### config.mk
export PLATFORM = sky130hd
export DESIGN_NAME = random_in_range_rejection_sampler
export DESIGN_NICKNAME = d
export VERILOG_FILES = /design/src/rirs_pkg.sv /design/src/random_in_range_rejection_sampler.sv /design/src/rirs_lmem.sv
export SDC_FILE = /design/constraint.sdc
export NUM_CORES = 1
export LEC_CHECK = 0
export BUFFER_PORTS_ARGS = -buffer_cell sky130_fd_sc_hd__buf_4
export CORE_ASPECT_RATIO = 1.75
export CORE_MARGIN = 1.5
export CORE_UTILIZATION = 40
export CTS_BUF_LIST = sky130_fd_sc_hd__clkbuf_4
export CTS_CLUSTER_DIAMETER = 200
export CTS_CLUSTER_SIZE = 28
export DETAILED_ROUTE_END_ITERATION = 7
export MAX_ROUTING_LAYER = met4
export PLACE_DENSITY = 0.61
export SETUP_SLACK_MARGIN = 0.02
export SYNTH_ARGS = -nofsm -noshare
export SYNTH_HDL_FRONTEND = slang
export SYNTH_SLANG_ARGS = --single-unit
export TNS_END_PERCENT = 50
### constraint.sdc
create_clock -name clk -period 3.7 [get_ports clk]
set_input_delay 0.74 -clock clk [delete_from_list [all_inputs] [get_ports clk]]
set_output_delay 0.74 -clock clk [all_outputs]
set_load 0.02 [all_outputs]
### src/rirs_pkg.sv
`timescale 1ns / 1ps
// rirs_pkg: status, verdict and compare codes plus the byte-cover helper
// for the rejection sampler. No dependencies.
package rirs_pkg;

  // limit_status codes
  localparam logic [1:0] ST_OK         = 2'd0;
  localparam logic [1:0] ST_BELOW_MIN  = 2'd1;
  localparam logic [1:0] ST_EVEN       = 2'd2;
  localparam logic [1:0] ST_NOT_LOADED = 2'd3;

  // verdict codes
  localparam logic [1:0] VD_PENDING  = 2'd0;
  localparam logic [1:0] VD_ACCEPT   = 2'd1;
  localparam logic [1:0] VD_ZERO     = 2'd2;
  localparam logic [1:0] VD_TOO_BIG  = 2'd3;

  // running big-endian compare
  localparam logic [1:0] CMP_EQ = 2'd0;
  localparam logic [1:0] CMP_LT = 2'd1;
  localparam logic [1:0] CMP_GT = 2'd2;

  localparam logic [7:0] BYTE_ONES = 8'hFF;
  localparam logic [7:0] MIN_LIMIT = 8'd3;

  // smallest 2^k-1 that is >= b (bit smear)
  function automatic logic [7:0] cover_mask(input logic [7:0] b);
    logic [7:0] m;
    m = b | (b >> 1);
    m = m | (m >> 2);
    m = m | (m >> 4);
    return m;
  endfunction

endpackage

### src/random_in_range_rejection_sampler.sv
`timescale 1ns / 1ps
// random_in_range_rejection_sampler: top level, limit load and candidate test.
// Depends on rirs_pkg and rirs_lmem.

// Loads a limit n as big-endian bytes (tuser = 0), dropping leading zero
// bytes and keeping up to MAX_BYTES significant bytes in a one-port-read
// memory, then tests random candidates (tuser = 1) of exactly that many
// bytes. Every input word yields one output word: for limit words the load
// status and byte count, for candidate words the masked byte, with the
// verdict and tlast on the candidate's final byte. The limit is rejected if
// below 3 or even; candidates are ignored (zero output) until a good limit
// is loaded. Throughput is one word per clock: the store is read ahead
// at the next candidate position, so the limit byte for the compare
// is already in the read register when the random byte arrives. A single
// output register takes the next result in the same cycle the previous one
// is taken, so the input stalls only while a result waits on the output.
// The output is registered, valid in the cycle after input acceptance.
// The store needs no clearing after reset: only entries of the current
// load are ever read.
module random_in_range_rejection_sampler #(
  parameter int MAX_BYTES = 128
) (
  input  logic        clk,
  input  logic        rst,
  // slave side
  input  logic        s_axis_tvalid,
  output logic        s_axis_tready,
  input  logic [7:0]  s_axis_tdata,  // [7:0] data_byte
  input  logic        s_axis_tuser,  // [0] req_type: 0 limit, 1 candidate
  input  logic        s_axis_tlast,  // limit_last
  // master side
  output logic        m_axis_tvalid,
  input  logic        m_axis_tready,
  output logic [23:0] m_axis_tdata,  // [7:0] out_byte, [9:8] limit_status,
                                     // [11:10] verdict, [19:12] sig_len_out
  output logic        m_axis_tlast   // result_last
);

  localparam int ADDR_W = (MAX_BYTES > 1) ? $clog2(MAX_BYTES) : 1;
  localparam int CNT_W  = $clog2(MAX_BYTES + 1);
  localparam logic [CNT_W-1:0] CNT_MAX = CNT_W'(MAX_BYTES);

  // load state
  logic [CNT_W-1:0]  sig_count, sig_count_next;
  logic [7:0]        top_mask, top_mask_next;
  logic              seen_nonzero, seen_nonzero_next;
  logic [1:0]        load_status, load_status_next;
  logic [7:0]        first_byte, first_byte_next;  // entry 0
  logic [7:0]        last_byte, last_byte_next;    // highest written entry
  // candidate state
  logic [ADDR_W-1:0] cand_pos, cand_pos_next;
  logic [1:0]        cmp_state, cmp_state_next;
  logic              any_nonzero, any_nonzero_next;

  // output register
  logic [7:0]        out_byte, out_byte_next;
  logic [1:0]        out_status, out_status_next;
  logic [1:0]        out_verdict, out_verdict_next;
  logic              out_last, out_last_next;
  logic [CNT_W-1:0]  out_len, out_len_next;

  logic              accept;
  logic [7:0]        din;
  logic              mem_we;
  logic [ADDR_W-1:0] mem_waddr;
  logic [7:0]        lim;

  // load scratch
  logic [CNT_W-1:0]  sc0, sc1;
  logic              seen0, seen1, store;
  logic [7:0]        first1, last1;
  // candidate scratch
  logic [7:0]        cb;
  logic              cand_end;

  assign s_axis_tready = !m_axis_tvalid || m_axis_tready;
  assign accept        = s_axis_tvalid && s_axis_tready;
  assign din           = s_axis_tdata;

  assign m_axis_tdata = {4'b0, 8'(out_len), out_verdict, out_status, out_byte};
  assign m_axis_tlast = out_last;

  rirs_lmem #(
    .DEPTH  (MAX_BYTES),
    .ADDR_W (ADDR_W)
  ) u_lmem (
    .clk     (clk),
    .wr_en   (mem_we),
    .wr_addr (mem_waddr),
    .wr_data (din),
    .rd_addr (cand_pos_next),  // prefetch for the next candidate word
    .rd_data (lim)
  );

  always_comb begin
    sig_count_next    = sig_count;
    top_mask_next     = top_mask;
    seen_nonzero_next = seen_nonzero;
    load_status_next  = load_status;
    first_byte_next   = first_byte;
    last_byte_next    = last_byte;
    cand_pos_next     = cand_pos;
    cmp_state_next    = cmp_state;
    any_nonzero_next  = any_nonzero;

    out_byte_next    = 8'd0;
    out_status_next  = load_status;
    out_verdict_next = rirs_pkg::VD_PENDING;
    out_last_next    = 1'b0;
    out_len_next     = sig_count;

    mem_we    = 1'b0;
    mem_waddr = sig_count[ADDR_W-1:0];

    // a limit word after a finished load restarts the load
    sc0    = (load_status != rirs_pkg::ST_NOT_LOADED) ? '0 : sig_count;
    seen0  = (load_status != rirs_pkg::ST_NOT_LOADED) ? 1'b0 : seen_nonzero;
    seen1  = seen0 || (din != 8'd0);
    store  = seen1 && (sc0 < CNT_MAX);
    sc1    = sc0 + CNT_W'(store);
    first1 = (store && (sc0 == '0)) ? din : first_byte;
    last1  = store ? din : last_byte;

    cb       = (cand_pos == '0) ? (din & top_mask) : din;
    cand_end = ((CNT_W'(cand_pos) + CNT_W'(1)) == sig_count);

    if (accept) begin
      if (!s_axis_tuser) begin
        // limit byte
        mem_we            = store;
        mem_waddr         = sc0[ADDR_W-1:0];
        sig_count_next    = sc1;
        seen_nonzero_next = seen1;
        first_byte_next   = first1;
        last_byte_next    = last1;
        if (load_status != rirs_pkg::ST_NOT_LOADED) begin
          top_mask_next = rirs_pkg::BYTE_ONES;
        end
        if (!seen0 && (din != 8'd0)) begin
          top_mask_next = rirs_pkg::cover_mask(din);
        end
        if (s_axis_tlast) begin
          if ((sc1 == '0) || ((sc1 == CNT_W'(1)) && (first1 < rirs_pkg::MIN_LIMIT))) begin
            load_status_next = rirs_pkg::ST_BELOW_MIN;
          end else if (!last1[0]) begin
            load_status_next = rirs_pkg::ST_EVEN;
          end else begin
            load_status_next = rirs_pkg::ST_OK;
          end
        end else begin
          load_status_next = rirs_pkg::ST_NOT_LOADED;
        end
        cand_pos_next    = '0;
        cmp_state_next   = rirs_pkg::CMP_EQ;
        any_nonzero_next = 1'b0;
        out_status_next  = load_status_next;
        out_len_next     = sc1;
      end else if ((load_status == rirs_pkg::ST_OK) && (sig_count != '0)) begin
        // candidate byte against prefetched limit byte
        if (cmp_state == rirs_pkg::CMP_EQ) begin
          if (cb < lim) begin
            cmp_state_next = rirs_pkg::CMP_LT;
          end else if (cb > lim) begin
            cmp_state_next = rirs_pkg::CMP_GT;
          end
        end
        any_nonzero_next = any_nonzero || (cb != 8'd0);
        out_byte_next    = cb;
        if (cand_end) begin
          if (!any_nonzero_next) begin
            out_verdict_next = rirs_pkg::VD_ZERO;
          end else if (cmp_state_next != rirs_pkg::CMP_LT) begin
            out_verdict_next = rirs_pkg::VD_TOO_BIG;
          end else begin
            out_verdict_next = rirs_pkg::VD_ACCEPT;
          end
          out_last_next    = 1'b1;
          cand_pos_next    = '0;
          cmp_state_next   = rirs_pkg::CMP_EQ;
          any_nonzero_next = 1'b0;
        end else begin
          cand_pos_next = cand_pos + ADDR_W'(1);
        end
      end
    end
  end

  always_ff @(posedge clk) begin
    if (rst) begin
      sig_count     <= '0;
      top_mask      <= rirs_pkg::BYTE_ONES;
      seen_nonzero  <= 1'b0;
      load_status   <= rirs_pkg::ST_NOT_LOADED;
      cand_pos      <= '0;
      cmp_state     <= rirs_pkg::CMP_EQ;
      any_nonzero   <= 1'b0;
      m_axis_tvalid <= 1'b0;
    end else begin
      sig_count     <= sig_count_next;
      top_mask      <= top_mask_next;
      seen_nonzero  <= seen_nonzero_next;
      load_status   <= load_status_next;
      cand_pos      <= cand_pos_next;
      cmp_state     <= cmp_state_next;
      any_nonzero   <= any_nonzero_next;
      if (accept) begin
        m_axis_tvalid <= 1'b1;
      end else if (m_axis_tready) begin
        m_axis_tvalid <= 1'b0;
      end
    end
  end

  // payload registers
  always_ff @(posedge clk) begin
    first_byte <= first_byte_next;
    last_byte  <= last_byte_next;
    if (accept) begin
      out_byte    <= out_byte_next;
      out_status  <= out_status_next;
      out_verdict <= out_verdict_next;
      out_last    <= out_last_next;
      out_len     <= out_len_next;
    end
  end

endmodule

### src/rirs_lmem.sv
`timescale 1ns / 1ps
// rirs_lmem: limit byte store, one write and one registered read port.
// Write-first forwarding when both ports hit one entry. No package use.
module rirs_lmem #(
  parameter int DEPTH  = 128,
  parameter int ADDR_W = 7
) (
  input  logic              clk,
  input  logic              wr_en,
  input  logic [ADDR_W-1:0] wr_addr,
  input  logic [7:0]        wr_data,
  input  logic [ADDR_W-1:0] rd_addr,
  output logic [7:0]        rd_data
);

  logic [7:0] mem [DEPTH];

  always_ff @(posedge clk) begin
    if (wr_en) begin
      mem[wr_addr] <= wr_data;
    end
  end

  // same-entry overlap: hand the new byte straight to the read register
  always_ff @(posedge clk) begin
    if (wr_en && (wr_addr == rd_addr)) begin
      rd_data <= wr_data;
    end else begin
      rd_data <= mem[rd_addr];
    end
  end

endmodule
**Word-level counts from Yosys, hierarchy flattened**

Memories as Yosys holds them, arrays and structs flattened. A register that Yosys moved wholly into a read port is not among the register bits.
Index checks and enable logic that the tools add are counted.

- $add $sub $neg: 3
- $lt $le $gt $ge: 4
- Eq/ne operators: 5
- Mux-type cells: 39
- Bitwise operators: 5
- Reduce and logical (&&, ||, !) cells: 28

Operator list:

| kind | count |
|---|---|
| $mux W8 | 6 |
| $mux W7 | 6 |
| $mux W2 | 15 |
| $reduce_bool A8 Y1 | 3 |
| $logic_not A8 Y1 | 2 |
| $mux W1 | 12 |
| $add A7 B1 Y8 const B | 1 |
| $add A8 B1 Y8 | 1 |
| $and A8 B8 Y8 | 1 |
| $eq A8 B1 Y1 const B | 1 |
| $eq A8 B8 Y1 | 1 |
| $gt A8 B8 Y1 | 1 |
| $lt A8 B2 Y1 const B | 1 |
| $lt A8 B8 Y1 | 1 |
| $lt A8 B8 Y1 const B | 1 |
| $or A8 B4 Y8 | 1 |
| $or A8 B6 Y8 | 1 |
| $or A8 B7 Y8 | 1 |
| $add A7 B1 Y7 const B | 1 |
| $logic_not A7 Y1 | 1 |
| $logic_and A1 B1 Y1 | 6 |
| $reduce_and A2 Y1 | 3 |
| $reduce_and A3 Y1 | 2 |
| $logic_not A2 Y1 | 2 |
| other kinds (7) | 13 |

- Register bits: 60
- Memory bits (writable): 1024
- Input bits: 14
- Output and inout bits: 27
- Word-level logic and storage cells: 101
- Memories kept: 1

Memory list:

| memory | words | bits a word | rd ports | clocked after memory_dff | wr ports | line | source |
|---|---|---|---|---|---|---|---|
| u_lmem.mem | 128 | 8 | 1 | 1 | 1 | rirs_lmem.sv:16 | `logic [7:0] mem [DEPTH];` |

**Longest topological paths before layout**

- Depth after elaboration: 12
- Depth in mapped cells: 18
- Gate-level depth less buffers: 13

**Cells and area by module**

A second synthesis with hierarchy kept.

- Cell total of the unflattened synthesis: 2038
- Area, all modules: 43207.7 µm²

By module, submodules not included:

| module | instances | cells an instance | area an instance (µm²) | seq. area each (µm²) |
|---|---|---|---|---|
| rirs_lmem | 1 | 1634 | 39645.5 | 30889.6 |
| random_in_range_rejection_sampler | 1 | 404 | 3562.2 | 1501.4 |

**Worst setup path before layout**

Ideal clock, no wire load.

- Path type: reg-to-reg
- Start point: reg with a tool-made name
- End point: reg out_verdict[1], data pin
- Setup time: 254 ps
- Arrival: 3185 ps
- Required time: 3446 ps
- Path slack: 261 ps
- Stages on the path, launching flop included: 16
- Buffers on the path: 4
- Period minus slack after synthesis: 3439 ps
- Cells stage by stage: dfxtp_1 -> buf_6 -> buf_12 -> buf_12 -> buf_8 -> mux4_2 -> mux2i_1 -> a221o_1 -> or4_1 -> ha_1 -> nor2b_1 -> o21a_1 -> o21a_1 -> o21ai_0 -> nand3b_1 -> o21a_1

RTL lines:

| item | line | source |
|---|---|---|
| end signal: assignment | random_in_range_rejection_sampler.sv:221 | `out_verdict <= out_verdict_next;` |
| end: declaration | random_in_range_rejection_sampler.sv:58 | `logic [1:0] out_verdict, out_verdict_next;` |

==> impl_metrics.py <==
metrics = {
    "outcome": {
        "outcome": "finished, violations left",
        "violations": "setup timing",
    },
    "power_and_ir_drop": {
        "leakage_nw": 14.6,
        "power_density_nw_per_um2": 380,
        "peakVddDrop_mv": 0.363,
    },
    "grt": {
        "use_met1_pct": 22.0,
        "grt_use_met2_pct": 38.3,
        "grt.busiest_layer": "met2",
        "grt_pass1_vias": 22800,
        "grt_pass1_wl_um": 160000,
        "grt_use_met3_pct": 1.79,
        "grt-ovfl-total": 0,
        "grt_use_total_pct": 20.6,
        "grt_max_degree": 132,
        "grt_antenna_before_repair": 7,
    },
    "floorplanning": {
        "dieArea_um2": 111000,
        "pin_count": 41,
        "core_um2": 109000,
        "die_h_um": 440,
        "start_util_pct": 40.3,
        "die_x_um": 253,
        "rows": 160,
    },
    "clock_tree": {
        "clk_pin_slew_ns": 0.28,
        "cts_tree": "done",
        "h-tree-depth": 2,
        "clk_path_buf_depth": 3,
        "clkLatencyLatePin_ns": 0.98,
        "root_buffer": "clkbuf_4",
        "cts_inserted_buffers": 44,
        "clock_sinks": 1091,
    },
    "routing": {
        "num_vias": 21700,
        "wl_per_cell_um": 28.3,
        "detail-route-antenna-nets": 0,
        "firstDrtPassIters": 5,
        "wirelength_um": 110000,
        "via_per_inst": 5.57,
        "drc": 0,
        "drt_iter0_markers": 1735,
    },
    "timing": {
        "fin_ws_ns": -0.0408,
        "setup_violations": 1,
        "rsz0062_at_grt": "true",
        "maxSlewHeadroom_pct": 18.3,
        "timing.fmax_ghz": 0.267,
        "timing.final.max_slew_violations": 0,
        "finalClockSkew_ns": 0.0638,
        "hold_viol_final": 0,
        "final.min_clock_period_ns": 3.74,
        "fin_crit_sh_pct": 101,
        "tightest_slew_ns": 1.23,
    },
    "placement": {
        "place_congestion": 0.914,
        "post-dp-hpwl_um": 76300,
        "placed_area_um2": 47300,
        "place_inst": 3813,
        "io_buffers": 36,
    },
    "worst_setup_path": {
        "crit_type": "flop to flop",
        "cp-start-kind": "flop",
        "crit_slowest_cell": "or4_1",
        "crit_required_ns": 4.46,
        "arrival_ns": 4.50,
        "endpoint_kind": "flop",
        "cp_max_fo": 12,
        "path_common_cell": "o21a_1",
        "worst-path-buf-inv": 3,
        "crit_family": "compound AO/OA/AOI/OAI gates",
        "cpPeakStageDelay_ns": 0.50,
        "crit_chain": "buf_12, buf_4, clkbuf_16, mux4_2, mux2_2, a21oi_1, a221o_1, or4_1, ha_1, o21a_1, o21ai_2, nand3b_1, o21a_1",
    },
    "yosys": {
        "synth_seq_cells": 1091,
        "syn-cell-area_um2": 43700,
        "synth_flop_cell": "edfxtp_1",
        "ys_types": 73,
        "seq_area_frac_synth_pct": 74.0,
        "synthCells": 2193,
        "synth_area_per_cell_um2": 19.9,
        "synth_enable_flop_cells": 1054,
        "async_flop_share_pct": 0,
        "yosys_warnings": 0,
    },
    "worst_hold_path": {
        "min_path_type": "primary input to flop",
    },
    "cells_and_area": {
        "multi_input_area_um2": 10500,
        "final_area_um2": 48100,
        "fin_cells": 3895,
        "area_delta_synth_final_pct": 9.91,
        "drive_gt1_share_pct": 27.0,
        "fill_cells": 9382,
        "seqCellArea_um2": 32400,
        "nNetsFinal": 2441,
    },
    "job": {
        "drv_cap": 0,
    },
}
[logic make-up after synthesis]
kind of cell    synth area share [%]
other cells                  0.00857
compound gates                  3.20
flops                           74.0
fa+ha+maj                      0.343
buf+inv                         2.26
simple gates                    4.08
mux                             15.9
xor+xnor                       0.194
[worst register-to-register path, delay by kind of cell, from the launching register on]
family	cells	cell delay (ns)
AOI/OAI and AO/OA	5	0.95
adders and majority gates	1	0.33
buffers and inverters	3	0.51
DFF	1	0.45
muxes	2	0.64
and+or+nand+nor	2	0.65
[where the power goes]
part | total (W) | switching, W | internal, W
combinational | 0.000541 | 0.000402 | 0.000138
clock | 0.00415 | 0.00331 | 0.000831
sequential | 0.0136 | 0.0000201 | 0.0136
[final timing paths]
check	from	to	slack (ns)	cells after the start
max	flop	out_verdict[1]	-0.04	13
min	rst	cand_pos[5]	0.18	2
max reg2reg	flop	out_verdict[1]	-0.04	13
min reg2reg	any_nonzero	any_nonzero	0.49	2
[sequential cells by signal (all words and copies together) (netlist names), named ones only]
register and count:
any_nonzero 1, cand_pos 7, cmp_state 2, first_byte 8, last_byte 1, load_status 2, m_axis_tlast 1, m_axis_tvalid 1
out_byte 8, out_len 8, out_status 2, out_verdict 2, seen_nonzero 1, sig_count 8, top_mask 8, u_lmem.mem 1024
[layout make-up]
class,count,area share [%]
flip-flops and latches,1091,67.4
multi-input cells,962,21.9
repair buffers,299,5.75
well taps,1458,3.79
clock buffers,63,0.984
inverters,17,0.133
clock inverters,1,0.0625
diodes,4,0.0208
[metal layers]
layer	up-vias	share of wire, %
met1	11400	35
met4	0	5.2
met5	-	0
met2	682	56
met3	181	4.3
li1	9426	-
[placed cells by master (no fill, tap or decap), types with 18 or more instances in the layout]
cell type and instances:
a21oi_1 31, o21ai_0 36, clkbuf_4 63, nor2_1 175, mux2_2 26, mux2i_1 76
buf_12 35, edfxtp_1 1054, buf_4 254, mux4_2 233, nand2_1 62, nor3_1 22
dfxtp_1 34, nand3_1 18, mux4_1 23, a221oi_1 24
[synth_stat cells (all sizes together), types with 3 or more instances]
master / count / area share (%)
o211ai: 4 / 0.069
o32ai: 3 / 0.060
nand2: 65 / 0.56
o21a: 5 / 0.086
inv: 17 / 0.15
a21o: 5 / 0.086
nand2b: 11 / 0.16
a22oi: 16 / 0.27
xnor2: 4 / 0.080
nor2b: 7 / 0.10
nand3b: 10 / 0.17
and3: 9 / 0.13
mux4: 256 / 13
clkbuf: 34 / 0.35
a31oi: 14 / 0.20
o31ai: 10 / 0.17
o21bai: 4 / 0.069
dfxtp: 37 / 1.7
ha: 12 / 0.34
nor3: 24 / 0.30
a22o: 8 / 0.16
xor2: 3 / 0.060
mux2i: 80 / 1.8
buf: 90 / 1.7
or3: 8 / 0.11
nand3: 18 / 0.21
and2: 8 / 0.11
a221oi: 32 / 0.65
or2: 3 / 0.043
a21oi: 32 / 0.37
a311oi: 3 / 0.074
nor2: 176 / 1.5
edfxtp: 1054 / 72
a211o: 3 / 0.060
nor4: 8 / 0.13
o21ai: 40 / 0.46
or4: 12 / 0.21
a221o: 9 / 0.21
mux2: 26 / 0.67
nand4b: 4 / 0.080
nand4: 6 / 0.086
[what timing repair did]
action,4_1_cts,5_1_grt
setup endpoints to repair,3,3
cloned,0,1
hold endpoints to repair,2,0
hold buffers,3,0
gates resized for setup,21,10
pin swaps,3,6
setup buffers,3,7
[through the flow]
| step | utilization, % | TNS (ns) | hold slack (ns) | setup slack [ns] | power (W) |
|---|---|---|---|---|---|
| after floorplan | - | 0 | 0.415 | 0.261 | 0.0140 |
| after detailed placement | 43.6 | -0.542 | 0.461 | -0.278 | 0.0144 |
| after CTS | 44.2 | -0.0542 | 0.0960 | -0.0542 | 0.0184 |
| after global placement | 43.6 | -0.513 | 0.438 | -0.272 | 0.0144 |
| final | 44.3 | -0.0408 | 0.180 | -0.0408 | 0.0183 |
| after global routing | 44.3 | -0.271 | 0.135 | -0.140 | 0.0188 |
No activity file was read; power rests on OpenSTA's default activity.
